===== src/rtl/rmn_pkg.sv =====
// Package with widths, payload types and control structs of the regret-matching normalizer.
package rmn_pkg;

  localparam int MAX_ACTIONS = 64;
  localparam int VAL_W       = 31;
  localparam int FRAC_W      = 16;
  localparam int Q_W         = FRAC_W + 1;
  localparam int NUM_W       = VAL_W + FRAC_W;
  localparam int IDX_W       = $clog2(MAX_ACTIONS);
  localparam int CNT_W       = $clog2(MAX_ACTIONS + 1);
  localparam int SUM_W       = VAL_W + $clog2(MAX_ACTIONS);
  localparam int ADDR_W      = IDX_W + 1;
  localparam int STEP_W      = $clog2(Q_W);

  localparam logic [Q_W-1:0] ONE_Q16 = Q_W'(1) << FRAC_W;

  typedef struct packed {
    logic signed [31:0] value;
    logic               last;
  } in_t;

  typedef struct packed {
    logic [5:0]  action_index;
    logic [16:0] probability;
    logic        final_res;
  } out_t;

  typedef struct packed {
    logic [SUM_W-1:0] sum;
    logic [CNT_W-1:0] cnt;
  } desc_t;

  typedef struct packed {
    logic empty;
    logic full;
    logic wr_bank;
    logic rd_bank;
  } fifo_stat_t;

endpackage


===== src/rtl/rmn_fifo.sv =====
// Two-entry queue of closed sets; each entry owns one bank of the value store.
module rmn_fifo import rmn_pkg::*; (
  input  logic       clk,
  input  logic       rst_n,
  input  logic       push,
  input  desc_t      push_desc,
  input  logic       pop,
  output desc_t      head,
  output fifo_stat_t stat
);

  desc_t      entry_r [2];
  logic       wr_ptr_r, wr_ptr_nxt;
  logic       rd_ptr_r, rd_ptr_nxt;
  logic [1:0] level_r, level_nxt;

  always_comb begin
    wr_ptr_nxt = push ? !wr_ptr_r : wr_ptr_r;
    rd_ptr_nxt = pop ? !rd_ptr_r : rd_ptr_r;
    level_nxt  = level_r + 2'(push) - 2'(pop);
  end

  always_ff @(posedge clk) begin
    if (push) begin
      entry_r[wr_ptr_r] <= push_desc;
    end
  end

  always_ff @(posedge clk) begin
    if (!rst_n) begin
      wr_ptr_r <= 1'b0;
      rd_ptr_r <= 1'b0;
      level_r  <= '0;
    end else begin
      wr_ptr_r <= wr_ptr_nxt;
      rd_ptr_r <= rd_ptr_nxt;
      level_r  <= level_nxt;
    end
  end

  assign head         = entry_r[rd_ptr_r];
  assign stat.empty   = level_r == 2'd0;
  assign stat.full    = level_r == 2'd2;
  assign stat.wr_bank = wr_ptr_r;
  assign stat.rd_bank = rd_ptr_r;

endmodule


===== config.mk =====
export PLATFORM = sky130hd
export DESIGN_NAME = rmn_fifo
export DESIGN_NICKNAME = d
export VERILOG_FILES = /design/src/rtl/rmn_pkg.sv /design/src/rtl/rmn_fifo.sv
export SDC_FILE = /design/constraint.sdc
export NUM_CORES = 1
export LEC_CHECK = 0
export ABC_AREA = 1
export BUFFER_PORTS_ARGS = -buffer_cell sky130_fd_sc_hd__buf_2
export CAP_MARGIN = 20
export CORE_AREA = 5 5 96 98
export CTS_BUF_LIST = sky130_fd_sc_hd__clkbuf_8
export CTS_CLUSTER_SIZE = 12
export DETAILED_ROUTE_END_ITERATION = 10
export DIE_AREA = 0 0 101 103
export GPL_TIMING_DRIVEN = 1
export PLACE_DENSITY = 0.79
export SYNTH_ARGS = -nofsm -noshare
export SYNTH_HDL_FRONTEND = slang
export SYNTH_SLANG_ARGS = --single-unit

===== constraint.sdc =====
create_clock -name clk -period 5.1 [get_ports clk]
set_input_delay 0.765 -clock clk [delete_from_list [all_inputs] [get_ports clk]]
set_output_delay 0.765 -clock clk [all_outputs]
set_load 0.005 [all_outputs]

==> out/qor_table.md <==
| Item | Value |
| --- | --- |
| Skew-Pair Late Insertion Delay | 0.34 ns |
| Outcome | finished, final reports clean |
| Fraction of the cycle the final worst path needs | 50.3% |
| Post-synth design cell area | 3620 sq um |
| Maximum vdd drop | 179 uV |
| Via count of the first global-routing pass | 1884 |
| Total number of placement rows | 34 |
| Worst relative slew slack | 35.8% |
| H-tree level count | 3 |
| Max Slew Vio Count | 0 |
| I/O Pins | 96 |
| Antenna violations before repair | 0 |
| Area of the core | 8380 sq um |
| Full die area | 10400 sq um |
| Remaining antenna violation count after routing | 0 |
| PnR Total Power | 1.47 mW |
| Ratio of routed vias to standard cells | 4.57 |
| Highest achievable clock rate | 390 MHz |
| Average cell area after synthesis | 21.0 sq um |
| Count of TritonRoute iterations in the first routing pass | 5 |
| Unrepaired setup endpoints after global routing | no |
| Critical-path cell list | mux2_2, buf_2 |
| Kind of end point of the critical path | output pin |
| Shortest clock period the worst path allows after layout | 2.57 ns |
| Number of hold-repair buffers added at the cts stage | 0 |
| 1st-iter DRT viols | 25 |
| Crit path max-delay cell type | sky130_fd_sc_hd__dfxtp_4 |
| Final count of hold timing violations | 0 |
| Last weighted congestion value of the routability-driven placer | 0.623 |
| Final nets | 322 |
| Detail Placement HPWL | 3810 um |
| Worst-case clock buffer depth | 2 |
| Remaining global-route overflow | 0 |
| Startpoint Class | register |
| Vias | 1758 |
| Critical path's largest stage delay | 0.90 ns |
| Syn Nets | 222 |
| Post-cts sizing count | 0 |
| DP Cell Count | 369 |
| Register area share after synthesis | 75.8% |
| Leakage power | 1.74 nW |
| Critical Setup Path Class | reg2out |
| Worst min-delay path class | reg2reg |
| Initial Util | 43.2% |
| PD cells | 342 nW/um^2 |
| Number of buffers added for setup after CTS | 0 |
| Yosys Warn Count | 0 |
| Most used cells in the layout excluding fill and tap cells | sky130_fd_sc_hd__buf_2 (95), sky130_fd_sc_hd__edfxtp_1 (88), sky130_fd_sc_hd__mux2_4 (40) |
| Worst endpoint required time | 4.34 ns |
| Clock sink count | 93 |
| Synth-to-layout area growth | 19.1% |
| Layout cells sized above 1 | 56.7% |
| Count of input and output buffers | 95 |
| Total GRT Usage | 11.5% |
| Synth unique cells | 13 |
| Final instance count without filler cells | 385 |
| Clock Root Buffer | sky130_fd_sc_hd__clkbuf_8 |
| First-pass GRT wire length | 8840 um |
| CTS tree | built |
| Arrival time at the worst endpoint | 1.80 ns |
| Pin count of the biggest net entering global routing | 45 |
| Wire length after detailed routing | 5860 um |
| Number of remaining DRC errors | 0 |
| Biggest fanout along the worst timing path | 44 |
| Antenna cell count | 0 |
| Number of buffers added by the clock tree synthesis step | 9 |
| Number of synthesized register bits | 93 |
| Max-cap viol count | 0 |
| Die W | 101 um |
| Setup TNS | 0 ns |
| Cell count after synthesis | 172 |
| Average wire per cell in the routed design | 15.2 um |
| Height of the die | 103 um |
| Post-CTS clock slew at the launch and capture registers of the worst setup and hold paths | 0.09 ns |
| Most common cell after layout, fill and taps aside | sky130_fd_sc_hd__buf_2 |
| Transition time at the pin with the least slew margin | 0.962 ns |
| Setup Skew | 0.00764 ns |
| Setup violations, final | 0 |
-- per-stage QoR --
stage | setup slack [ns] | area, sq um | hold slack (ns) | utilization (%)
after floorplan | 2.00 | 3620 | 0.487 | -
after global placement | 2.90 | 4140 | 0.523 | 49.4
after detailed placement | 2.88 | 4140 | 0.536 | 49.4
after CTS | 2.48 | 4310 | 0.555 | 51.4
after global routing | 2.43 | 4310 | 0.577 | 51.4
final | 2.53 | 4310 | 0.554 | 51.4
-- worst max-delay path, delay by kind of cell (launching register included) --
family                 cells  cell delay (ns)
DFF                        1             0.90
buffers and inverters      1             0.12
muxes                      1             0.41
-- final cells by class --
cell class	instances	area [sq um]
fill	710	4070
sequential	93	2750
multi-input combinational	65	752
timing repair buffer	96	483
tap	108	135
clock buffer	9	124
clock inverter	7	43.8
inverter	7	26.3
-- cells in the mapped netlist, drive strengths merged --
| cell type | count | area, sq um |
|---|---|---|
| nand3 | 1 | 5.00 |
| a21oi | 1 | 5.00 |
| inv | 7 | 26.3 |
| edfxtp | 88 | 2640 |
| nand2 | 8 | 30.0 |
| dfxtp | 5 | 100 |
| buf | 7 | 106 |
| ha | 2 | 25.0 |
| nor2 | 9 | 33.8 |
| mux2 | 44 | 646 |
-- state kept, by name, summed over array words and instances (netlist names), named ones only --
| signal | flops |
|---|---|
| entry_r | 88 |
| level_r | 2 |
| rd_ptr_r | 1 |
| wr_ptr_r | 1 |
-- worst paths after layout --
check | start | end | slack (ns) | cells after the start
worst max register to register | wr_ptr_r$_SDFFE_PN0P_ | entry_r[1][8]$_DFFE_PP_ | 3.46 | 2
worst min-delay path | rd_ptr_r$_SDFFE_PN0P_ | rd_ptr_r$_SDFFE_PN0P_ | 0.55 | 3
worst max-delay path | register | head[1] | 2.53 | 2
worst min register to register | rd_ptr_r$_SDFFE_PN0P_ | rd_ptr_r$_SDFFE_PN0P_ | 0.55 | 3
-- metal layers --
| layer | global-route usage, % | share of wire, % | vias up | wire, um |
|---|---|---|---|---|
| met5 | 0 | 0 | - | 0 |
| met4 | 5.83 | 0.84 | 0 | 49 |
| met3 | 3.38 | 7.1 | 5 | 413 |
| met2 | 20.0 | 53 | 60 | 3100 |
| met1 | 12.8 | 39 | 848 | 2300 |
| li1 | - | - | 845 | - |
-- cells by family after synthesis --
group / count (synthesis) / synth area share, %
DFF: 93 / 75.8
buffers and inverters: 14 / 3.66
and+or+nand+nor: 18 / 1.90
adders and majority gates: 2 / 0.691
muxes: 44 / 17.8
AOI/OAI and AO/OA: 1 / 0.138
-- where the power goes --
| part | leakage (nW) | internal [mW] | switching [mW] |
|---|---|---|---|
| Combinational | 0.792 | 0.0904 | 0.0615 |
| Clock | 0.0801 | 0.173 | 0.241 |
| Sequential | 0.868 | 0.882 | 0.0258 |
| Total | 1.74 | 1.15 | 0.329 |
(Power assumes the default switching activity.)
