--- src/rtl/rmn_ram.sv ---
// Simple dual-port RAM with one write port and one registered read port.
module rmn_ram #(
  parameter int WIDTH = 31,
  parameter int DEPTH = 128
) (
  input  logic                     clk,
  input  logic                     we,
  input  logic [$clog2(DEPTH)-1:0] waddr,
  input  logic [WIDTH-1:0]         wdata,
  input  logic                     re,
  input  logic [$clog2(DEPTH)-1:0] raddr,
  output logic [WIDTH-1:0]         rdata
);

  logic [WIDTH-1:0] mem [DEPTH];
  logic [WIDTH-1:0] rdata_r;

  always_ff @(posedge clk) begin
    if (we) begin
      mem[waddr] <= wdata;
    end
    if (re) begin
      rdata_r <= mem[raddr];
    end
  end

  assign rdata = rdata_r;

endmodule

--- config.mk ---
export PLATFORM = sky130hd
export DESIGN_NAME = rmn_ram
export DESIGN_NICKNAME = d
export VERILOG_FILES = /design/src/rtl/rmn_ram.sv
export SDC_FILE = /design/constraint.sdc
export NUM_CORES = 2
export LEC_CHECK = 0
export ABC_CLOCK_PERIOD_IN_PS = 3600
export BUFFER_PORTS_ARGS = -buffer_cell sky130_fd_sc_hd__buf_2
export CELL_PAD_IN_SITES_DETAIL_PLACEMENT = 0
export CELL_PAD_IN_SITES_GLOBAL_PLACEMENT = 2
export CORE_ASPECT_RATIO = 1.1
export CORE_MARGIN = 3
export CORE_UTILIZATION = 49
export CTS_BUF_LIST = sky130_fd_sc_hd__clkbuf_8
export DETAILED_ROUTE_END_ITERATION = 6
export PLACE_DENSITY = 0.88
export SLEW_MARGIN = 40
export SYNTH_ARGS = -nofsm -noshare
export SYNTH_HDL_FRONTEND = slang
export SYNTH_SLANG_ARGS = --single-unit
--- constraint.sdc ---
create_clock -name clk -period 3.6 [get_ports clk]
set_input_delay 0.72 -clock clk [delete_from_list [all_inputs] [get_ports clk]]
set_output_delay 0.72 -clock clk [all_outputs]
set_load 0.005 [all_outputs]
==> report_table.html <==
<table>
<tr><th>Metric</th><th>Value</th></tr>
<tr><th colspan="2">Synth</th></tr>
<tr><td>Cell type contributing the most total cell area after synthesis</td><td>edfxtp_1</td></tr>
<tr><td>Prevailing post-synth register cell</td><td>edfxtp_1</td></tr>
<tr><td>Ranking of synthesized cells by area</td><td>edfxtp_1 79%, mux4_2 19%, clkbuf_1 0.44%</td></tr>
<tr><td>Area share of the leading cell type in the synthesized netlist</td><td>roughly 79%</td></tr>
<tr><td>Flop and latch count out of synthesis</td><td>around 4000</td></tr>
<tr><td>Avg Inst Size Synth</td><td>around 26 µm²</td></tr>
<tr><td>Share of flip-flops with an asynchronous set or reset</td><td>0%</td></tr>
<tr><td>EDFF count, synth</td><td>3999</td></tr>
<tr><td>Cell area after synthesis</td><td>around 150000 µm²</td></tr>
<tr><td>Most instantiated cells after synthesis</td><td>3999 x edfxtp_1, 1302 x mux4_2, 176 x clkbuf_1, 122 x nor2_1, 91 x buf_2</td></tr>
<tr><td>Post-Synthesis Cells</td><td>5808</td></tr>
<tr><td>Yosys Warn Count</td><td>0</td></tr>
<tr><td>Share of the yosys chip area belonging to registers</td><td>slightly below 80%</td></tr>
<tr><td>Number of distinct standard cells referenced by the synthesized netlist</td><td>14</td></tr>
<tr><td>Syn nets</td><td>roughly 5900</td></tr>
<tr><td>Most instantiated library cell after synthesis</td><td>edfxtp_1</td></tr>
<tr><th colspan="2">Timing</th></tr>
<tr><td>Final-report max-slew violation count</td><td>0</td></tr>
<tr><td>Final hold viol count</td><td>0</td></tr>
<tr><td>Max Freq</td><td>approximately 330 MHz</td></tr>
<tr><td>Setup Viol. Count Final</td><td>0</td></tr>
<tr><td>Tightest slew margin relative to the limit</td><td>39.42%</td></tr>
<tr><td>Part of the cycle the worst path needs</td><td>around 83%</td></tr>
<tr><td>Slew at the pin with the worst max-slew slack</td><td>between 0.9 and 1 ns</td></tr>
<tr><td>Period minus WS final</td><td>~3.0 ns</td></tr>
<tr><td>Clock tree skew after final layout</td><td>a little under 0.05 ns</td></tr>
<tr><td>Setup repair after global routing missed its margin</td><td>false</td></tr>
<tr><th colspan="2">Power and ir drop</th></tr>
<tr><td>Switching component of the power</td><td>19.91 mW</td></tr>
<tr><td>Final Power</td><td>around 90 mW</td></tr>
<tr><td>VDD IR max</td><td>about 0.3 mV</td></tr>
<tr><td>Part of the total power dissipated in sequential elements</td><td>between 50% and 60%</td></tr>
<tr><td>Leakage</td><td>54.48 nW</td></tr>
<tr><td>Fraction of power spent switching nets</td><td>between 20% and 30%</td></tr>
<tr><td>Relative contribution of the clock network to total power</td><td>37.0%</td></tr>
<tr><td>Comb pwr share</td><td>under 10%</td></tr>
<tr><td>Pwr per Cell Area</td><td>516.1 nW/µm²</td></tr>
<tr><td>Cell-internal power</td><td>about 70 mW</td></tr>
<tr><th colspan="2">Status</th></tr>
<tr><td>Status</td><td>complete, no violations</td></tr>
<tr><th colspan="2">Detailed routing</th></tr>
<tr><td>Number of remaining DRC errors</td><td>0</td></tr>
<tr><td>Average vias per placed instance</td><td>between 6 and 7</td></tr>
<tr><td>Wire length on met3</td><td>46670 µm</td></tr>
<tr><td>Violation count after the first detailed-route iteration</td><td>10184</td></tr>
<tr><td>Highest routed layer</td><td>met5</td></tr>
<tr><td>Avg WL per Cell</td><td>between 30 and 40 µm</td></tr>
<tr><td>Aggregate routed wire length</td><td>387900 µm</td></tr>
<tr><td>Post-route met1 wirelength</td><td>135600 µm</td></tr>
<tr><td>Post-detailed-route count of antenna-violating nets</td><td>0</td></tr>
<tr><td>Met2 WL post-DR</td><td>about 190000 µm</td></tr>
<tr><td>Vias after detailed routing</td><td>roughly 71000</td></tr>
<tr><td>Number of optimization iterations in the first detailed-route pass</td><td>5</td></tr>
<tr><th colspan="2">Hold path</th></tr>
<tr><td>WHS Path Cells</td><td>1</td></tr>
<tr><td>Min-Delay Path Class</td><td>in2reg</td></tr>
<tr><td>Worst Hold Endpoint</td><td>mem[71][4]$_DFFE_PP_</td></tr>
<tr><td>Origin of the worst min-delay path</td><td>wdata[4]</td></tr>
<tr><th colspan="2">Global routing</th></tr>
<tr><td>Sum of overflow across all layers after global routing</td><td>0</td></tr>
<tr><td>Number of antenna violations at the first check in global routing</td><td>between 50 and 60</td></tr>
<tr><td>Number of global-route vias before repair</td><td>72822</td></tr>
<tr><td>Global-route usage over all layers</td><td>around 25%</td></tr>
<tr><td>Global-route wire length before repair</td><td>approximately 550000 µm</td></tr>
<tr><td>Pin count of the biggest net entering global routing</td><td>approximately 130</td></tr>
<tr><th colspan="2">Placed design</th></tr>
<tr><td>Final Wtd Congestion</td><td>~0.85</td></tr>
<tr><td>Buffers added on ports</td><td>around 80</td></tr>
<tr><td>Post-DP HPWL</td><td>221600 µm</td></tr>
<tr><th colspan="2">Setup path</th></tr>
<tr><td>Origin of the critical flop-to-flop path</td><td>mem[55][16]$_DFFE_PP_</td></tr>
<tr><td>Data required time of the worst path</td><td>around 4.4 ns</td></tr>
<tr><td>Reg2reg path depth</td><td>4</td></tr>
<tr><td>Data arrival time of the worst path</td><td>~3.8 ns</td></tr>
<tr><td>Worst-path maximum fanout</td><td>14</td></tr>
<tr><td>Type of element capturing the critical path</td><td>flip-flop</td></tr>
<tr><td>Kind of critical path</td><td>in2reg</td></tr>
<tr><td>Reg2Reg Capture Point</td><td>rdata[16]$_DFFE_PP_</td></tr>
<tr><td>Worst reg2reg setup slack</td><td>0.80 ns</td></tr>
<tr><td>Nature of the critical path startpoint</td><td>primary input</td></tr>
<tr><th colspan="2">CTS</th></tr>
<tr><td>Clock Path Buffers</td><td>4</td></tr>
<tr><td>Clock buffer count from CTS</td><td>roughly 590</td></tr>
<tr><td>Clock tree from TritonCTS</td><td>done</td></tr>
<tr><td>Clock sinks</td><td>roughly 4000</td></tr>
<tr><td>Clock tree root buffer cell</td><td>clkbuf_8</td></tr>
<tr><td>Clock transition time at the flip-flop clock pins of the worst setup and hold paths</td><td>roughly 0.06 ns</td></tr>
<tr><td>Htree depth</td><td>6</td></tr>
<tr><td>Clock latency reported for the late side of the worst-skew pair</td><td>between 1 and 1.5 ns</td></tr>
<tr><td>Count of buffers added by post-CTS timing repair for setup</td><td>0</td></tr>
<tr><th colspan="2">Floorplanning</th></tr>
<tr><td>Core Region</td><td>a little over 300000 µm²</td></tr>
<tr><td>Die Y</td><td>between 500 and 600 µm</td></tr>
<tr><td>I/O pin cnt</td><td>~80</td></tr>
<tr><td>Chip Width</td><td>around 540 µm</td></tr>
<tr><td>Full die area</td><td>316300 µm²</td></tr>
<tr><td>Number of core rows</td><td>~210</td></tr>
<tr><td>Effective utilization at floorplan</td><td>roughly half</td></tr>
<tr><th colspan="2">Cells and area</th></tr>
<tr><td>Utilization after layout</td><td>between 50% and 60%</td></tr>
<tr><td>Combined flip-flop and latch cell area</td><td>120100 µm²</td></tr>
<tr><td>Area grow syn2layout</td><td>15.25%</td></tr>
<tr><td>Multi-input combinational cell area</td><td>~31000 µm²</td></tr>
<tr><td>Count of filler cells inserted in the layout</td><td>around 21000</td></tr>
<tr><td>Share of layout cells above drive strength 1</td><td>about two fifths</td></tr>
<tr><td>Number of nets in the finished design</td><td>6744</td></tr>
<tr><th colspan="2">Job</th></tr>
<tr><td>Max-capacitance violation count</td><td>0</td></tr>
</table>
[logic make-up (layout without fill, tap and decap cells)]
| family | after synthesis | count (layout) | share of synthesized area (%) |
|---|---|---|---|
| other cells | 0 | 62 | 0 |
| simple gates | 170 | 170 | 0.4594 |
| flops | 3999 | 3999 | 79.15 |
| mux | 1333 | 1333 | 19.56 |
| buf+inv | 306 | 1632 | 0.8321 |
[metrics by stage]
stage / worst slack (ns) / std cells / hold WS (ns) / instance area (µm²) / setup TNS, ns
finish: 0.6026 / 11281 / 0.1749 / 174900 / 0
CTS: 0.6714 / 11218 / 0.1295 / 174600 / 0
floorplan: -0.2884 / 5808 / 0.8189 / 151700 / -25.69
global route: 0.5565 / 11271 / 0.1371 / 174800 / 0
global placement: -0.4407 / 10191 / 1.152 / 164100 / -8.801
detailed placement: -0.4463 / 10191 / 1.156 / 164100 / -9.147
[state kept, by name, indices dropped and copies added (netlist names)]
name / cells
rdata: 31
mem: 3968
[layout by cell type, fill, tap and decap left out, types with 14 or more instances in the layout]
cell,netlist,layout
clkbuf_8,0,618
buf_2,91,41
nor2_4,0,119
edfxtp_1,3999,3999
mux2_2,31,31
clkinv_2,0,44
buf_4,0,299
mux4_2,1302,1302
clkinv_1,0,149
diode_2,0,62
buf_12,0,244
inv_6,0,14
inv_1,0,178
[critical path: stages]
cell	delay, ns
buf_12	0.22
buf_4	0.28
buf_4	0.33
mux4_2	0.55
mux4_2	0.61
mux4_2	0.68
mux2_2	0.33
[how the worst max path moves through the flow]
stage / startpoint / end / slack, ns / cells after the start
global placement: raddr[0] / rdata[18]$_DFFE_PP_ / -0.44 / 7
finish: raddr[0] / rdata[18]$_DFFE_PP_ / 0.60 / 7
global route: raddr[0] / rdata[18]$_DFFE_PP_ / 0.56 / 7
floorplan: we / mem[98][0]$_DFFE_PP_ / -0.29 / 3
detailed placement: raddr[0] / rdata[22]$_DFFE_PP_ / -0.45 / 8
CTS: raddr[0] / rdata[22]$_DFFE_PP_ / 0.67 / 8
[timing repair]
item                                   in CTS  in global routing
hold buffers                                1                  0
resized for setup                           0                  0
endpoints found under the hold margin       9                  0
[power groups by stage]
stage,clock network (mW),logic (mW),registers [mW]
after floorplan,0,2.48,52.5
after global placement,0,5.06,52.6
after detailed placement,0,5.19,52.6
after CTS,33.8,5.20,51.6
after global routing,35.9,5.42,51.6
final,33.4,5.21,51.6
[cell type report]
class | count | share of cell area, %
repair buffers | 606 | 4.352
diodes | 62 | 0.08873
clock inverters | 415 | 1.209
flip-flops and latches | 3999 | 68.68
well taps | 4085 | 2.923
clock buffers | 611 | 4.809
multi-input cells | 1503 | 17.94
[routing by layer]
| layer | up-vias | global-route usage [%] |
|---|---|---|
| met5 | - | 0 |
| met4 | 10 | 9.798 |
| met3 | 648 | 5.893 |
| met2 | 4925 | 39.07 |
| met1 | 38232 | 33.47 |
| li1 | 27547 | - |
(Power assumes the default switching activity.)
