`src/rtl/rmn_pkg.sv`:
```
// Package with widths, payload types and control structs of the regret-matching normalizer.
package rmn_pkg;

  localparam int MAX_ACTIONS = 64;
  localparam int VAL_W       = 31;
  localparam int FRAC_W      = 16;
  localparam int Q_W         = FRAC_W + 1;
  localparam int NUM_W       = VAL_W + FRAC_W;
  localparam int IDX_W       = $clog2(MAX_ACTIONS);
  localparam int CNT_W       = $clog2(MAX_ACTIONS + 1);
  localparam int SUM_W       = VAL_W + $clog2(MAX_ACTIONS);
  localparam int ADDR_W      = IDX_W + 1;
  localparam int STEP_W      = $clog2(Q_W);

  localparam logic [Q_W-1:0] ONE_Q16 = Q_W'(1) << FRAC_W;

  typedef struct packed {
    logic signed [31:0] value;
    logic               last;
  } in_t;

  typedef struct packed {
    logic [5:0]  action_index;
    logic [16:0] probability;
    logic        final_res;
  } out_t;

  typedef struct packed {
    logic [SUM_W-1:0] sum;
    logic [CNT_W-1:0] cnt;
  } desc_t;

  typedef struct packed {
    logic empty;
    logic full;
    logic wr_bank;
    logic rd_bank;
  } fifo_stat_t;

endpackage

```
`src/rtl/rmn_div.sv`:
```
// Restoring divider that produces one quotient bit per cycle.
module rmn_div import rmn_pkg::*; (
  input  logic             clk,
  input  logic             rst_n,
  input  logic             start,
  input  logic [NUM_W-1:0] num,
  input  logic [SUM_W-1:0] den,
  output logic             done,
  output logic [Q_W-1:0]   quot
);

  logic [SUM_W-1:0]  den_r;
  logic [SUM_W-1:0]  rem_r, rem_nxt;
  logic [Q_W-1:0]    sh_r, sh_nxt;
  logic [STEP_W-1:0] step_r, step_nxt;
  logic              busy_r, busy_nxt;
  logic              done_r, done_nxt;
  logic [SUM_W:0]    trial;
  logic              fits;

  assign trial = {rem_r, sh_r[Q_W-1]};
  assign fits  = trial >= {1'b0, den_r};

  always_comb begin
    rem_nxt  = rem_r;
    sh_nxt   = sh_r;
    step_nxt = step_r;
    busy_nxt = busy_r;
    done_nxt = 1'b0;
    if (start) begin
      rem_nxt  = SUM_W'(num[NUM_W-1:Q_W]);
      sh_nxt   = num[Q_W-1:0];
      step_nxt = '0;
      busy_nxt = 1'b1;
    end else if (busy_r) begin
      rem_nxt  = fits ? SUM_W'(trial - {1'b0, den_r}) : trial[SUM_W-1:0];
      sh_nxt   = {sh_r[Q_W-2:0], fits};
      step_nxt = step_r + STEP_W'(1);
      if (step_r == STEP_W'(Q_W - 1)) begin
        busy_nxt = 1'b0;
        done_nxt = 1'b1;
      end
    end
  end

  always_ff @(posedge clk) begin
    if (start) begin
      den_r <= den;
    end
    rem_r  <= rem_nxt;
    sh_r   <= sh_nxt;
    step_r <= step_nxt;
  end

  always_ff @(posedge clk) begin
    if (!rst_n) begin
      busy_r <= 1'b0;
      done_r <= 1'b0;
    end else begin
      busy_r <= busy_nxt;
      done_r <= done_nxt;
    end
  end

  assign done = done_r;
  assign quot = sh_r;

endmodule

```
`src/rtl/rmn_back.sv`:
```
// Back end: reads each stored value of a closed set, divides it by the sum (1.0 by the count if zero) and presents it.
module rmn_back import rmn_pkg::*; (
  input  logic              clk,
  input  logic              rst_n,
  input  fifo_stat_t        fifo_stat,
  input  desc_t             head,
  output logic              pop,
  output logic              ram_re,
  output logic [ADDR_W-1:0] ram_raddr,
  input  logic [VAL_W-1:0]  ram_rdata,
  output logic              out_valid,
  input  logic              out_ready,
  output out_t              out_data
);

  typedef enum logic [3:0] {
    S_IDLE = 4'b0001,
    S_RD   = 4'b0010,
    S_DIV  = 4'b0100,
    S_WAIT = 4'b1000
  } state_t;

  state_t           state_r, state_nxt;
  logic [IDX_W-1:0] k_r, k_nxt;
  logic             out_valid_r, out_valid_nxt;
  out_t             out_data_r;
  logic             load_out;
  logic             is_last;
  logic             zero_sum;
  logic             div_start;
  logic             div_done;
  logic [NUM_W-1:0] div_num;
  logic [SUM_W-1:0] div_den;
  logic [Q_W-1:0]   div_quot;

  assign zero_sum  = head.sum == '0;
  assign is_last   = (CNT_W'(k_r) + CNT_W'(1)) == head.cnt;
  assign div_num   = zero_sum ? NUM_W'(ONE_Q16) : {ram_rdata, FRAC_W'(0)};
  assign div_den   = zero_sum ? SUM_W'(head.cnt) : head.sum;
  assign div_start = state_r == S_RD;
  assign load_out  = (state_r == S_WAIT) && (!out_valid_r || out_ready);
  assign pop       = load_out && is_last;
  assign ram_raddr = {fifo_stat.rd_bank, k_nxt};

  rmn_div u_div (
    .clk   (clk),
    .rst_n (rst_n),
    .start (div_start),
    .num   (div_num),
    .den   (div_den),
    .done  (div_done),
    .quot  (div_quot)
  );

  always_comb begin
    state_nxt = state_r;
    k_nxt     = k_r;
    ram_re    = 1'b0;
    case (state_r)
      S_IDLE: begin
        if (!fifo_stat.empty) begin
          k_nxt     = '0;
          ram_re    = 1'b1;
          state_nxt = S_RD;
        end
      end
      S_RD: begin
        state_nxt = S_DIV;
      end
      S_DIV: begin
        if (div_done) begin
          state_nxt = S_WAIT;
        end
      end
      S_WAIT: begin
        if (load_out) begin
          if (is_last) begin
            state_nxt = S_IDLE;
          end else begin
            k_nxt     = k_r + IDX_W'(1);
            ram_re    = 1'b1;
            state_nxt = S_RD;
          end
        end
      end
      default: begin
        state_nxt = S_IDLE;
      end
    endcase
  end

  always_comb begin
    out_valid_nxt = out_valid_r;
    if (load_out) begin
      out_valid_nxt = 1'b1;
    end else if (out_ready) begin
      out_valid_nxt = 1'b0;
    end
  end

  always_ff @(posedge clk) begin
    if (load_out) begin
      out_data_r.action_index <= 6'(k_r);
      out_data_r.probability  <= div_quot;
      out_data_r.final_res    <= is_last;
    end
  end

  always_ff @(posedge clk) begin
    if (!rst_n) begin
      state_r     <= S_IDLE;
      k_r         <= '0;
      out_valid_r <= 1'b0;
    end else begin
      state_r     <= state_nxt;
      k_r         <= k_nxt;
      out_valid_r <= out_valid_nxt;
    end
  end

  assign out_valid = out_valid_r;
  assign out_data  = out_data_r;

endmodule

```
`config.mk`:
```
export PLATFORM = sky130hd
export DESIGN_NAME = rmn_back
export DESIGN_NICKNAME = d
export VERILOG_FILES = /design/src/rtl/rmn_pkg.sv /design/src/rtl/rmn_div.sv /design/src/rtl/rmn_back.sv
export SDC_FILE = /design/constraint.sdc
export NUM_CORES = 1
export LEC_CHECK = 0
export ABC_AREA = 1
export CORE_MARGIN = 1
export CORE_UTILIZATION = 60
export DETAILED_ROUTE_END_ITERATION = 7
export DONT_BUFFER_PORTS = 1
export HOLD_SLACK_MARGIN = 0.12
export PLACE_DENSITY = 0.85
export SYNTH_ARGS = -nofsm -noshare
export SYNTH_HDL_FRONTEND = slang
export SYNTH_SLANG_ARGS = --single-unit
```
`constraint.sdc`:
```
create_clock -name clk -period 3.25 [get_ports clk]
set_input_delay 0.1625 -clock clk [delete_from_list [all_inputs] [get_ports clk]]
set_output_delay 0.1625 -clock clk [all_outputs]
set_load 0.01 [all_outputs]
```
==> metrics.md <==
| Metric | Value |
|---|---|
| Die W | `about 120 um` |
| Setup-failing EPs final | `0` |
| Max_cap viols | `0` |
| Yosys reg bits | `133` |
| Avg Inst Size Synth | `7.393 um^2` |
| RePlAce Congestion | `about 0.95` |
| Peak VDD IR | `0.0006329 V` |
| Hold Crit Endpoint | `out_data[0]$_DFFE_PP_` |
| CP startpoint kind | `flop` |
| Count of input and output buffers | `0` |
| Commonest non-fill, non-tap cell in the layout | `nand2_1` |
| Drt via density | `5.545` |
| Antenna Nets Post-Route | `0` |
| Total I/O pin count | `116` |
| Clock latency on the worst-skew pair | `430 ps` |
| Nets | `1,394` |
| Share of cells above drive strength 1 | `6.776%` |
| Router iterations before antenna repair | `8` |
| Worst min-delay path category | `in -> reg` |
| H-tree Lvls | `4` |
| Maximum root-to-sink buffer count | `2` |
| CTS buffer count | `17` |
| Worst EP arrival | `roughly 2800 ps` |
| Post-Syn Nets | `between 1,000 and 1,500` |
| CP max FO | `9` |
| Yosys warnings | `0` |
| Number of global-route vias before repair | `8,069` |
| Area Overhead vs Synth | `16.19%` |
| Tmin final | `about 2900 ps` |
| Std cell rows | `44` |
| Final Skew | `12.90 ps` |
| FF-to-FF path depth | `15` |
| Hold Path Cell Cnt | `4` |
| Most frequent cells in the layout | `nand2_1, inv_1, nand3_1` |
| Remaining DRCs | `0` |
| Total GRT Usage | `around 34%` |
| Final cell count without fillers | `1,469` |
| Fmax | `0.3398 GHz` |
| Power per Cell Area | `579.5 nW/um^2` |
| Setup slack, reg-to-reg | `430 ps` |
| Crit Reg-Reg Startpoint | `u_div.quot[16]$_DFFE_PP_` |
| Status | `complete, no violations` |
| Critical path class | `reg -> out` |
| Worst slew pin tran | `roughly 1100 ps` |
| Req. time, crit path | `3090 ps` |
| Relative slew slack | `between 20% and 30%` |
| Post-DP HPWL | `16,820 um` |
| Leak | `5.006 nW` |
| Initial Util | `61.83%` |
| Dpl cells | `1,357` |
| CTS root buf | `clkbuf_16` |
| Final worst-path cycle share | `90.54%` |
| Grt total ovfl | `0` |
| Clock sinks | `133` |
| Die Ht | `124.6 um` |
| Final wirelength | `25,620 um` |
| Detailed-route wire length per cell | `17.44 um` |
| CTS tree | `yes` |
| Post-synthesis sequential area ratio | `41.50%` |
| Fin. Hold Viols | `0` |
| Mapped cell area | `9020 um^2` |
| Largest net degree at the start of global routing | `88` |
| Core Area | `14,590 um^2` |
| # Post-CTS Setup Buffers | `0` |
| Cell count after synthesis | `~1,200` |
| Count of cell types in the netlist | `36` |
| Routed vias | `8,145` |
| Setup TNS | `0 ps` |
| First-pass GRT wire length | `40,940 um` |
| Initial antenna violation count | `1` |
| Final Max Slew Viols | `0` |
| 1st-iter DRT viols | `830` |
| R2R Path End | `u_div.rem_r[1]$_DFFE_PP_` |
| Min-delay src | `head[5]` |
| Clock-pin slew on the worst setup and hold paths | `about 60 ps` |
| Die area | `15,530 um^2` |
| CP Capture Type | `output pin` |
| Unrepaired setup endpoints after global routing | `false` |
layer usage:
| layer | share of wire, % | track usage (%) | vias to the layer above |
|---|---|---|---|
| met5 | 0 | 0 | - |
| met4 | 2.7 | 12.05 | 0 |
| met3 | 8.6 | 8.548 | 67 |
| met2 | 47 | 55.83 | 393 |
| met1 | 41 | 43.44 | 3727 |
| li1 | - | - | 3958 |
cells by family after synthesis:
logic type                 Yosys count  share of synthesized area (%)
and+or+nand+nor                    667                          33.37
xor gates and xnor gates            22                          2.136
DFF                                133                          41.50
buffers and inverters              288                          12.80
AOI/OAI and AO/OA                   69                          4.411
adders and majority gates           41                          5.771
report_power, final:
group          internal (W)  total, W  leakage [nW]  switching, W
clock               0.00129   0.00206         0.316      0.000775
sequential          0.00204   0.00212          1.18     0.0000814
combinational      0.000687   0.00189          3.51       0.00120
total               0.00401   0.00607          5.01       0.00206
synth_stat cells, drive strengths merged:
cell    number  share of area, %
xnor2       19               1.8
o21bai      13               1.1
nand3      131               7.5
nor4        14               1.0
a21boi       1             0.083
a21oi       42               2.5
xor2         3              0.29
a31oi        3              0.21
dfxtp       25               5.5
nor3        14              0.90
ha          40               5.5
nand4       15               1.1
nand3b      30               2.8
nor2        93               4.1
fa           1              0.22
edfxtp     108                36
a22oi        1             0.083
o21ai        9              0.50
clkbuf      40               1.7
buf         15               1.4
nand2      370                16
clkinv       2             0.083
inv        231               9.6
stage by stage:
stage | power [W] | hold slack [ps] | instance area (um^2) | worst slack [ps] | util [%]
global placement | 0.003826 | 251.7 | 9051 | 513.4 | 62.04
CTS | 0.006024 | 262.4 | 10480 | 452.8 | 71.82
global route | 0.006381 | 304.6 | 10480 | 190.1 | 71.82
detailed placement | 0.003895 | 250.3 | 9051 | 464.5 | 62.04
floorplan | 0.003564 | 246.7 | 9020 | 708.8 | -
finish | 0.006074 | 309.2 | 10480 | 307.4 | 71.84
registers in the layout, summed over array words and instances (netlist names):
| register | flops |
|---|---|
| u_div.den_r | 37 |
| state_r | 4 |
| u_div.rem_r | 37 |
| u_div.done | 1 |
| out_valid | 1 |
| u_div.quot | 17 |
| u_div.busy_r | 1 |
| out_data | 24 |
| u_div.step_r | 5 |
| k_r | 6 |
worst max-delay path: stages, from the launching register on:
cell and delay [ps]:
dfxtp_1 470, ha_1 320, nand3_1 140, nor2_1 110, nand2_1 90, nand2_1 90, nand3_1 100, nor2_1 140
nand3_2 230, nand2_4 200, nand2_1 130, nand2_1 120, nand2_1 100, inv_1 110
cell type report:
type,count,area [um^2]
multi-input cells,799,4130
fillers,1064,4109
flip-flops and latches,133,3744
inverters,233,874.6
repair buffers,87,863.3
clock buffers,25,560.5
well taps,184,230.2
clock inverters,7,75.07
diodes,1,2.502
repair_timing:
item / in CTS / in global routing
hold buffers: 79 / 0
gates resized for setup: 0 / 0
hold endpoints to repair: 80 / 0
worst max path at each step:
stage,end,startpoint
5_1_grt,ram_raddr[0],k_r[0]$_SDFF_PN0_
6_report,ram_raddr[0],k_r[0]$_SDFF_PN0_
3_3_place_gp,u_div.rem_r[1]$_DFFE_PP_,u_div.quot[16]$_DFFE_PP_
2_1_floorplan,u_div.den_r[0]$_DFFE_PP_,state_r[3]$_SDFFE_PN0P_
3_5_place_dp,u_div.rem_r[1]$_DFFE_PP_,u_div.quot[16]$_DFFE_PP_
4_1_cts,u_div.rem_r[1]$_DFFE_PP_,u_div.quot[16]$_DFFE_PP_
Note: power is estimated with default switching activity, not from simulation.
