<file path="config.mk">
export PLATFORM = sky130hd
export DESIGN_NAME = rmn_front
export DESIGN_NICKNAME = d
export VERILOG_FILES = /design/src/rtl/rmn_pkg.sv /design/src/rtl/rmn_front.sv
export SDC_FILE = /design/constraint.sdc
export NUM_CORES = 1
export LEC_CHECK = 0
export BUFFER_PORTS_ARGS = -buffer_cell sky130_fd_sc_hd__buf_2
export CAP_MARGIN = 20
export CORE_UTILIZATION = 45
export CTS_CLUSTER_SIZE = 14
export DETAILED_ROUTE_END_ITERATION = 8
export PLACE_DENSITY_LB_ADDON = 0.25
export SETUP_SLACK_MARGIN = 0.02
export SKIP_CTS_REPAIR_TIMING = 1
export SLEW_MARGIN = 20
export SYNTH_ARGS = -nofsm -noshare
export SYNTH_HDL_FRONTEND = slang
export SYNTH_SLANG_ARGS = --single-unit
</file>
<file path="constraint.sdc">
create_clock -name clk -period 5.8 [get_ports clk]
set_clock_uncertainty 0.15 [all_clocks]
set_input_delay 0 -clock clk [delete_from_list [all_inputs] [get_ports clk]]
set_output_delay 0 -clock clk [all_outputs]
set_load 0.02 [all_outputs]
</file>
<file path="src/rtl/rmn_pkg.sv">
// Package with widths, payload types and control structs of the regret-matching normalizer.
package rmn_pkg;

  localparam int MAX_ACTIONS = 64;
  localparam int VAL_W       = 31;
  localparam int FRAC_W      = 16;
  localparam int Q_W         = FRAC_W + 1;
  localparam int NUM_W       = VAL_W + FRAC_W;
  localparam int IDX_W       = $clog2(MAX_ACTIONS);
  localparam int CNT_W       = $clog2(MAX_ACTIONS + 1);
  localparam int SUM_W       = VAL_W + $clog2(MAX_ACTIONS);
  localparam int ADDR_W      = IDX_W + 1;
  localparam int STEP_W      = $clog2(Q_W);

  localparam logic [Q_W-1:0] ONE_Q16 = Q_W'(1) << FRAC_W;

  typedef struct packed {
    logic signed [31:0] value;
    logic               last;
  } in_t;

  typedef struct packed {
    logic [5:0]  action_index;
    logic [16:0] probability;
    logic        final_res;
  } out_t;

  typedef struct packed {
    logic [SUM_W-1:0] sum;
    logic [CNT_W-1:0] cnt;
  } desc_t;

  typedef struct packed {
    logic empty;
    logic full;
    logic wr_bank;
    logic rd_bank;
  } fifo_stat_t;

endpackage

</file>
<file path="src/rtl/rmn_front.sv">
// Front end: accepts input transactions, clamps and stores values, and closes each set.
module rmn_front import rmn_pkg::*; (
  input  logic              clk,
  input  logic              rst_n,
  input  logic              in_valid,
  output logic              in_ready,
  input  in_t               in_data,
  input  fifo_stat_t        fifo_stat,
  output logic              ram_we,
  output logic [ADDR_W-1:0] ram_waddr,
  output logic [VAL_W-1:0]  ram_wdata,
  output logic              push,
  output desc_t             push_desc
);

  logic [SUM_W-1:0] sum_r, sum_nxt;
  logic [CNT_W-1:0] cnt_r, cnt_nxt;
  logic             accept;
  logic             add_en;
  logic [VAL_W-1:0] pos;
  logic [SUM_W-1:0] sum_add;
  logic [CNT_W-1:0] cnt_add;

  assign in_ready  = !fifo_stat.full;
  assign accept    = in_valid && in_ready;
  assign pos       = in_data.value[31] ? '0 : in_data.value[VAL_W-1:0];
  assign add_en    = cnt_r < CNT_W'(MAX_ACTIONS);
  assign sum_add   = add_en ? sum_r + SUM_W'(pos) : sum_r;
  assign cnt_add   = add_en ? cnt_r + CNT_W'(1) : cnt_r;

  assign ram_we    = accept && add_en;
  assign ram_waddr = {fifo_stat.wr_bank, cnt_r[IDX_W-1:0]};
  assign ram_wdata = pos;

  assign push          = accept && in_data.last;
  assign push_desc.sum = sum_add;
  assign push_desc.cnt = cnt_add;

  always_comb begin
    sum_nxt = sum_r;
    cnt_nxt = cnt_r;
    if (accept) begin
      if (in_data.last) begin
        sum_nxt = '0;
        cnt_nxt = '0;
      end else begin
        sum_nxt = sum_add;
        cnt_nxt = cnt_add;
      end
    end
  end

  always_ff @(posedge clk) begin
    if (!rst_n) begin
      sum_r <= '0;
      cnt_r <= '0;
    end else begin
      sum_r <= sum_nxt;
      cnt_r <= cnt_nxt;
    end
  end

endmodule

</file>
==> flow_summary_export.csv, run 1 <==
group,metric,value,unit
critical_path,rr_worst_depth,11,
sta,fmax,0.253,GHz
grt,grt_pass1_wl,19300,um
sta,worst_pin_slew,0.817,ns
yosys,netlist_area,4230,um2
critical_path,crit_type,"register to primary output",
clock_network,clkSlewWorstSetupHoldPaths,0.10,ns
sta,hold-worst-slack,-0.00470,ns
drt,dr.first_iter.drc_count,264,
worst_hold_path,min_to,"cnt_r[6]",
outcome,outcome,"finished with violations",
final_layout,mostFrequentLayoutCells,"buf_2 (120), nand2_1 (92), o21ai_0 (57)",
flow_run,max-cap-violations,0,
clock_network,htree_num_levels,2,
sta,hold_viol_final,1,
critical_path,reg2reg_setup_slack,2.28,ns
drt,drc,0,
clock_network,numCtsBuffers,5,
power_and_ir_drop,p_per_area,149,nW/um2
drt,drtPass1Iterations,4,
worst_hold_path,hold_path_class,"input port to register",
die,coreArea,9150,um2
critical_path,worstReg2RegStart,"sum_r[0]",
die,die_w,99.0,um
critical_path,start_kind,"register",
yosys,synthCells,596,
grt,grt-ovfl-total,0,
sta,fin_setup_tns,0,ns
yosys,async_flop_share,0,
yosys,synthDistinctLibCells,61,
final_layout,finalNetCount,764,
grt,grt_max_degree,61,
yosys,synth_sequential_area_ratio,0.208,
clock_network,tritoncts,"done",
power_and_ir_drop,p_switching,267,uW
yosys,ys_seq_elements,44,
drt,wl,11700,um
final_layout,layout-drive-gt1-share,0.207,
placed_design,dp_hpwl,8860,um
power_and_ir_drop,p_int,470,uW
grt,track_usage,0.241,
die,die_height,99.0,um
critical_path,endpoint_kind,"primary output",
clock_network,cts_root_buf,"clkbuf_8",
die,die_area,9800,um2
power_and_ir_drop,switching_share,0.363,
critical_path,crit_fanout,5,
power_and_ir_drop,p_seq_frac,0.423,
critical_path,cp.required,5.65,ns
power_and_ir_drop,p_leak,0.00231,uW
outcome,violations,"hold timing",
final_layout,area.growth.synth_to_final,16.6,%
yosys,yosys_warnings,0,
yosys,synth_nets,669,
sta,setup_viol,0,
sta,rsz0062_at_grt,"false",
placed_design,placed_area,4810,um2
sta,finalCritPeriodShare,0.681,
worst_hold_path,min_from,"fifo_stat[2]",
power_and_ir_drop,p_clk_frac,0.290,
grt,grt_pass1_vias,4161,
die,ioPinCount,125,
sta,finalMaxSlewViolations,0,
sta,maxSlewHeadroom,0.454,
drt,post_drt_wl_per_cell,14.6,um
drt,final_antenna_net_count,0,
yosys,avgSynthCellArea,7.10,um2
placed_design,port_buffers,120,
final_layout,post-route-cell-area,4930,um2
clock_network,clk_path_buf_depth,2,
power_and_ir_drop,peakVddDrop,0.133,mV
yosys,synth_ff_type,"dfxtp_1",
clock_network,numClockSinks,44,
drt,viasPerCell,5.68,
die,start_util,0.462,
worst_hold_path,holdPathStages,4,
power_and_ir_drop,combinationalPowerShare,0.287,
die,rows,35,
clock_network,clk_latency,0.30,ns
grt,antenna_found_initial,0,
placed_design,gp_congestion,0.890,
sta,fin_crit,3.95,ns
final_layout,antennaDiodeCount,0,
critical_path,arrival,3.80,ns
yosys,synth_edf_count,0,
drt,num_vias,4561,
critical_path,r2r_end,"sum_r[26]",
final_layout,final_common_cell,"buf_2",
==> critical path, cell delays in order, from the launching register on <==
cell,delay [ns]
dfxtp_1,0.36
ha_1,0.20
inv_1,0.06
fa_1,0.38
and2b_1,0.24
o2111ai_2,0.20
a2111oi_0,0.69
nand3b_1,0.24
a311oi_2,0.17
nor2_1,0.33
xor2_1,0.16
mux2_2,0.30
buf_2,0.16
==> power groups by stage <==
stage | clock (uW) | combinational [uW] | sequential, uW
2_1_floorplan | 0 | 147 | 318
3_3_place_gp | 0 | 206 | 318
3_5_place_dp | 0 | 209 | 319
4_1_cts | 222 | 210 | 312
5_1_grt | 234 | 231 | 313
6_report | 214 | 212 | 312
==> area by class of cell <==
class	count	area, um2
multi-input combinational	499	3120
fill	937	4220
tap	111	139
clock inverter	3	26.3
timing repair buffer	124	638
inverter	17	63.8
sequential	44	882
clock buffer	5	68.8
==> state kept, by name, summed over array words and instances, names as in the netlist <==
signal and cells:
cnt_r 7, sum_r 37
==> worst max-delay path by stage <==
stage | cells past startpoint | startpoint | slack (ns) | to
2_1_floorplan | 13 | in_data[32] | 2.45 | push_desc[37]
3_3_place_gp | 14 | in_data[32] | 2.06 | push_desc[33]
3_5_place_dp | 14 | in_data[32] | 2.02 | push_desc[33]
4_1_cts | 12 | sum_r[0] | 1.89 | push_desc[33]
5_1_grt | 12 | sum_r[0] | 1.60 | push_desc[33]
6_report | 12 | sum_r[0] | 1.85 | push_desc[33]
==> routing by layer <==
metal	up-vias	GRT usage	wire length, um
li1	2319	-	-
met1	2091	0.328	5610
met2	136	0.398	5230
met3	15	0.0326	617
met4	0	0.0700	246
met5	-	0	0
==> logic make-up after synthesis <==
| kind of cell | Yosys count | synth area share |
|---|---|---|
| and+or+nand+nor | 242 | 0.269 |
| AOI/OAI and AO/OA | 184 | 0.282 |
| buffers and inverters | 53 | 0.0559 |
| DFF | 44 | 0.208 |
| xor gates and xnor gates | 35 | 0.0724 |
| adders and majority gates | 33 | 0.0993 |
| muxes | 5 | 0.0130 |
==> metrics by stage <==
stage / util / std cells / total power [uW] / setup WS (ns)
after floorplan: - / 596 / 465 / 2.45
after global routing: 0.539 / 803 / 777 / 1.60
final: 0.539 / 803 / 737 / 1.85
after detailed placement: 0.525 / 792 / 528 / 2.02
after global placement: 0.525 / 792 / 524 / 2.06
after CTS: 0.536 / 800 / 743 / 1.89
==> cell usage after synthesis, drive strengths merged, types with 2 or more instances <==
| cell | n | area, um2 |
|---|---|---|
| mux2 | 4 | 45.0 |
| buf | 9 | 68.8 |
| xnor2 | 21 | 184 |
| or3 | 6 | 37.5 |
| and3 | 11 | 68.8 |
| xor2 | 14 | 123 |
| nand2 | 92 | 345 |
| nand2b | 3 | 18.8 |
| ha | 32 | 400 |
| nand3 | 16 | 80.1 |
| o21bai | 4 | 30.0 |
| nor2b | 35 | 219 |
| a311oi | 2 | 23.8 |
| dfxtp | 44 | 881 |
| clkbuf | 27 | 104 |
| nor3 | 11 | 60.1 |
| nand3b | 2 | 15.0 |
| a41oi | 2 | 17.5 |
| nand4 | 6 | 37.5 |
| inv | 16 | 60.1 |
| a21oi | 38 | 194 |
| nor4 | 3 | 18.8 |
| nor2 | 50 | 188 |
| a211oi | 5 | 42.5 |
| o311ai | 3 | 26.3 |
| a31oi | 8 | 50.1 |
| a21o | 16 | 120 |
| o21a | 4 | 30.0 |
| o211ai | 5 | 37.5 |
| a2111oi | 2 | 17.5 |
| o31ai | 6 | 45.0 |
| and2b | 2 | 15.0 |
| a2111o | 2 | 22.5 |
| and2 | 3 | 18.8 |
| a22oi | 17 | 128 |
| o21ai | 58 | 294 |
Power figures use the tool's default switching activity.
==> run 2: changes to the inputs <==
- clock period: 5.8 -> 4 ns (I/O delays scaled with it)
==> run 2 against run 1 <==
Net effect: the run now ends clean; clock-buffer cell count did not move; combinational power rose by 48%; via count rose by 2.0%; die area did not move; cell count rose by 1.1%; first-iteration DRC count fell by 12%; register-to-register slack got worse by 1.7 ns; routed wire length rose by 3.2%; core utilization rose by 1.1 points; sequential power rose by 45%; clock power rose by 71%; power rose by 53%; largest cell class unchanged.
==> flow_summary_export.csv, run 2 (synthesized netlist as in run 1, its figures left out) <==
group,metric,value,unit
worst_hold_path,holdPathStages,5,
worst_hold_path,hold_path_class,"input port to register",
power_and_ir_drop,p_per_area,225,nW/um2
critical_path,start_kind,"register",
sta,hold_viol_final,0,
die,die_w,99.0,um
worst_hold_path,min_from,"fifo_stat[2]",
clock_network,numCtsBuffers,5,
flow_run,max-cap-violations,0,
sta,setup_slack,0.307,ns
critical_path,rr_worst_depth,11,
grt,grt_pass1_vias,4392,
power_and_ir_drop,p_seq_frac,0.400,
grt,track_usage,0.253,
clock_network,clk_latency,0.31,ns
final_layout,finalNetCount,773,
grt,grt_max_degree,35,
power_and_ir_drop,peakVddDrop,0.151,mV
clock_network,cts_root_buf,"clkbuf_8",
final_layout,largest-register,"sum_r",
critical_path,reg2reg_setup_slack,0.56,ns
critical_path,r2r_end,"sum_r[31]",
drt,post_drt_wl_per_cell,14.9,um
placed_design,place_ws,0.555,ns
outcome,outcome,"completed",
drt,dr.first_iter.drc_count,232,
final_layout,area.growth.synth_to_final,18.9,%
critical_path,crit_type,"register to primary output",
final_layout,largest_reg_flops,37,
placed_design,gp_congestion,0.919,
sta,fin_setup_tns,0,ns
die,start_util,0.462,
die,ioPinCount,125,
sta,fmax,0.271,GHz
power_and_ir_drop,combinationalPowerShare,0.277,
sta,fin_crit,3.69,ns
grt,grt-ovfl-total,0,
drt,num_vias,4651,
sta,finalCritPeriodShare,0.923,
placed_design,dp.cells,800,
clock_network,htree_num_levels,2,
final_layout,final_common_cell,"buf_2",
power_and_ir_drop,p_switching,386,uW
drt,viasPerCell,5.73,
placed_design,port_buffers,120,
worst_hold_path,min_to,"sum_r[33]",
power_and_ir_drop,p_clk_frac,0.323,
sta,worst_pin_slew,0.661,ns
critical_path,cp.required,3.85,ns
drt,final_antenna_net_count,0,
die,die_area,9800,um2
power_and_ir_drop,p_leak,0.00237,uW
final_layout,layout-drive-gt1-share,0.217,
clock_network,numClockSinks,44,
clock_network,clk_path_buf_depth,2,
critical_path,worstReg2RegStart,"sum_r[1]",
final_layout,top_regs,"sum_r x37, cnt_r x7",
sta,rsz0062_at_grt,"false",
clock_network,tritoncts,"done",
die,rows,35,
power_and_ir_drop,p_int,745,uW
sta,maxSlewHeadroom,0.554,
sta,hold-worst-slack,0.0182,ns
power_and_ir_drop,switching_share,0.341,
critical_path,arrival,3.54,ns
clock_network,clkSlewWorstSetupHoldPaths,0.10,ns
placed_design,dp_hpwl,9310,um
drt,drtPass1Iterations,5,
final_layout,stdcell_count,812,
drt,drc,0,
grt,grt_pass1_wl,20400,um
power_and_ir_drop,p_total,1130,uW
final_layout,antennaDiodeCount,0,
grt,antenna_found_initial,0,
final_layout,mostFrequentLayoutCells,"buf_2 (120), nand2_1 (92), o21ai_0 (57)",
sta,finalMaxSlewViolations,0,
die,coreArea,9150,um2
sta,setup_viol,0,
drt,wl,12100,um
critical_path,crit_fanout,4,
critical_path,endpoint_kind,"primary output",
die,die_height,99.0,um
run 2: cell types whose count changed in the layout (fill, tap and decap cells not counted):
cell           before  now
buf_4               1    9
inv_6               2    0
a2111oi_0           2    1
a2111oi_2           0    1
bufinv_16           0    1
clkinv_4            1    2
dlygate4sd3_1       3    4
run 2: worst max-delay path by stage:
stage,slack (ns),start,to
6_report,0.31,sum_r[0],push_desc[35]
5_1_grt,0.08,sum_r[0],push_desc[35]
3_5_place_dp,0.55,in_data[32],push_desc[33]
3_3_place_gp,0.61,in_data[32],push_desc[33]
4_1_cts,0.25,sum_r[0],push_desc[33]
2_1_floorplan,0.65,in_data[32],push_desc[37]
run 2: metal layers:
metal	vias up	global-route usage	part of all wire	routed length (um)
li1	2335	-	-	-
met1	2147	0.333	0.46	5590
met2	150	0.428	0.46	5550
met3	19	0.0291	0.058	695
met4	0	0.0850	0.020	239
met5	-	0	0	0
run 2: power groups by stage:
stage	combinational (uW)	clock [uW]	sequential, uW
3_5_place_dp	308	0	462
6_report	313	365	452
3_3_place_gp	304	0	462
2_1_floorplan	214	0	460
4_1_cts	310	382	452
5_1_grt	344	391	453
run 2: stage by stage:
step	instance area (um2)	utilization
6_report	5030	0.550
5_1_grt	5030	0.550
4_1_cts	4980	0.544
3_5_place_dp	4870	0.532
3_3_place_gp	4870	0.532
2_1_floorplan	4230	-
run 2: worst max-delay path: stages, from the launching register on:
cell,delay [ns]
dfxtp_1,0.37
ha_1,0.22
inv_1,0.07
fa_1,0.39
and2b_1,0.24
o2111ai_2,0.18
a2111oi_0,0.61
o211ai_1,0.22
a21oi_1,0.21
o21ai_0,0.18
a311oi_1,0.33
buf_2,0.23
run 2: cell type report:
class,instances,area (um2)
Clock buffer,5,68.8
Clock inverter,3,47.5
Fill cell,904,4120
Inverter,17,63.8
Multi-Input combinational cell,499,3120
Sequential cell,44,882
Tap cell,111,139
Timing Repair Buffer,133,708
==> run 3: changes to the inputs <==
- ABC_AREA: default -> 1
==> run 3 against run 2 <==
Net effect: worst setup slack improved by 0.84 ns; routed wire length increased by 16%; via count up 23%; cell count increased by 44%; sequential share of layout area shrank 2.6 points; largest cell class unchanged; highest routed layer unchanged.
==> flow_summary_export.csv, run 3 <==
group,metric,value,unit
final_layout,final_common_cell,"nand2_1",
yosys,synth_xor_area_frac,0.0224,
critical_path,start_kind,"register",
yosys,synth-compound-area-share,0.109,
yosys,yosys_warnings,0,
placed_design,dp_hpwl,11100,um
final_layout,largest_reg_flops,37,
sta,setup_viol,0,
sta,fmax,0.351,GHz
yosys,synthDistinctLibCells,41,
die,die_area,11700,um2
placed_design,placed_area,5730,um2
drt,drc,0,
yosys,synth.area.top_cells,"nand2_1 (22%), dfxtp_1 (17%), inv_1 (11%)",
sta,maxSlewHeadroom,0.299,
yosys,synth_nets,1004,
die,die_w,108,um
clock_network,clkSlewWorstSetupHoldPaths,0.07,ns
critical_path,endpoint_kind,"primary output",
drt,final_antenna_net_count,0,
critical_path,crit_fanout,4,
placed_design,place_ws,1.22,ns
clock_network,clk_latency,0.29,ns
sta,fin_setup_tns,0,ns
drt,wl,14000,um
yosys,synth_top_cells_by_count,"nand2_1 (299), inv_1 (155), nor2_1 (98)",
die,start_util,0.465,
critical_path,cp.required,3.85,ns
die,die_height,108,um
yosys,synth_area_leader_cell,"nand2_1",
drt,dr.first_iter.drc_count,316,
drt,post_drt_wl_per_cell,12.0,um
yosys,synth_edf_count,0,
critical_path,crit_path_max_incr_delay,0.40,ns
clock_network,numCtsBuffers,5,
final_layout,top_regs,"sum_r x37, cnt_r x7",
placed_design,gp_congestion,0.931,
clock_network,htree_num_levels,2,
sta,rsz0062_at_grt,"false",
grt,grt_max_degree,48,
critical_path,crit_type,"register to primary output",
die,coreArea,10900,um2
grt,grt_pass1_wl,23100,um
clock_network,clk_path_buf_depth,2,
yosys,yosys.area_share.simple,0.459,
critical_path,worstPathCellList,"ha_1 -> inv_1 -> fa_1 -> inv_1 -> nand3_1 -> nand3_1 -> inv_1 -> nor2_1 -> o21ai_0 -> nand3_1 -> nand3_1 -> and2_1 -> buf_2",
critical_path,crit_path_top_delay_cell,"fa_1",
drt,drtPass1Iterations,5,
final_layout,mostFrequentLayoutCells,"nand2_1 (299), inv_1 (155), buf_2 (120)",
power_and_ir_drop,p_per_area,204,nW/um2
drt,num_vias,5730,
yosys,synth_top_family_by_area,"simple AND/OR/NAND/NOR gates",
yosys,synthAdderAreaFrac,0.0826,
final_layout,post-route-util,0.540,
yosys,synth_top_area_frac,0.221,
yosys,synth_ff_type,"dfxtp_1",
yosys,synth_sequential_area_ratio,0.173,
yosys,synth_mux_area_frac,0.00197,
sta,fin_crit,2.85,ns
sta,finalMaxSlewViolations,0,
clock_network,numClockSinks,44,
final_layout,finalNetCount,1104,
grt,antenna_found_initial,0,
yosys,synthCells,931,
grt,track_usage,0.246,
final_layout,largest-register,"sum_r",
critical_path,crit_path_frequent_cell,"nand3_1",
yosys,synth.most_common_cell,"nand2_1",
grt,grt_pass1_vias,5077,
sta,worst_pin_slew,1.05,ns
final_layout,post-route-cell-area,5900,um2
drt,viasPerCell,4.89,
final_layout,layout-drive-gt1-share,0.177,
clock_network,tritoncts,"done",
grt,grt-ovfl-total,0,
power_and_ir_drop,peakVddDrop,0.167,mV
sta,setup_slack,1.15,ns
die,rows,38,
sta,hold_viol_final,0,
yosys,ys_seq_elements,44,
worst_hold_path,hold_path_class,"input port to register",
sta,finalCritPeriodShare,0.712,
power_and_ir_drop,p_leak,0.00331,uW
final_layout,antennaDiodeCount,0,
yosys,avgSynthCellArea,5.47,um2
yosys,netlist_area,5090,um2
final_layout,area.growth.synth_to_final,16.0,%
placed_design,port_buffers,120,
clock_network,cts_root_buf,"clkbuf_16",
flow_run,max-cap-violations,0,
die,ioPinCount,125,
critical_path,arrival,2.70,ns
outcome,outcome,"completed",
yosys,async_flop_share,0,
[run 3: cell count changes after synthesis, moves of 34 or more]
cell | previous run | this run
nor2_1 | 50 | 98
a21oi_1 | 37 | 71
nand2_1 | 92 | 299
nor2b_1 | 35 | 0
nand3_1 | 16 | 59
o21ai_0 | 57 | 23
inv_1 | 16 | 155
[run 3: routing by layer]
metal	up-vias	track usage	routed length [um]
li1	3057	-	-
met1	2445	0.342	6840
met2	209	0.390	5880
met3	19	0.0319	996
met4	0	0.0801	301
met5	-	0	0
[run 3: report_power, final]
| part | leakage, uW | switching (uW) | total (uW) | internal (uW) |
|---|---|---|---|---|
| sequential | 0.000355 | 6.02 | 451 | 445 |
| combinational | 0.00289 | 207 | 313 | 105 |
| clock | 0.0000691 | 191 | 440 | 249 |
[run 3: cell families after synthesis]
kind of cell	Yosys count
XOR/XNOR	13
buffers and inverters	193
adder cells (fa/ha/maj)	33
AND/OR/NAND/NOR	540
AO/OA/AOI/OAI	107
flip-flops	44
multiplexers	1
[run 3: path summary, 6_finish.rpt]
kind,start,endpoint,slack [ns],depth (start not counted)
max,sum_r[0],push_desc[35],1.15,13
min,in_data[0],cnt_r[6],0.04,5
max reg2reg,sum_r[0],sum_r[32],1.44,16
min reg2reg,sum_r[3],sum_r[3],0.33,2
[run 3: per-stage QoR]
| stage | hold slack [ns] | total power [uW] | cells |
|---|---|---|---|
| after floorplan | -0.0659 | 676 | 931 |
| after global placement | -0.150 | 770 | 1162 |
| after global routing | 0.0613 | 1270 | 1172 |
| final | 0.0437 | 1200 | 1172 |
| after CTS | -0.194 | 1220 | 1170 |
| after detailed placement | -0.150 | 772 | 1162 |
[run 3: final cells by class]
| cell class | count | area (um2) |
|---|---|---|
| timing repair buffer | 126 | 651 |
| clock inverter | 2 | 15.0 |
| inverter | 160 | 601 |
| tap | 140 | 175 |
| fill | 1186 | 5030 |
| sequential | 44 | 881 |
| multi-input combinational | 694 | 3440 |
| clock buffer | 6 | 139 |
[run 3: worst max-delay path: cells and delay by family, from the launching register on]
family	cells	cell delay (ns)
AOI/OAI and AO/OA	1	0.21
adders and majority gates	2	0.62
buffers and inverters	4	0.45
DFF	1	0.36
and+or+nand+nor	6	0.77
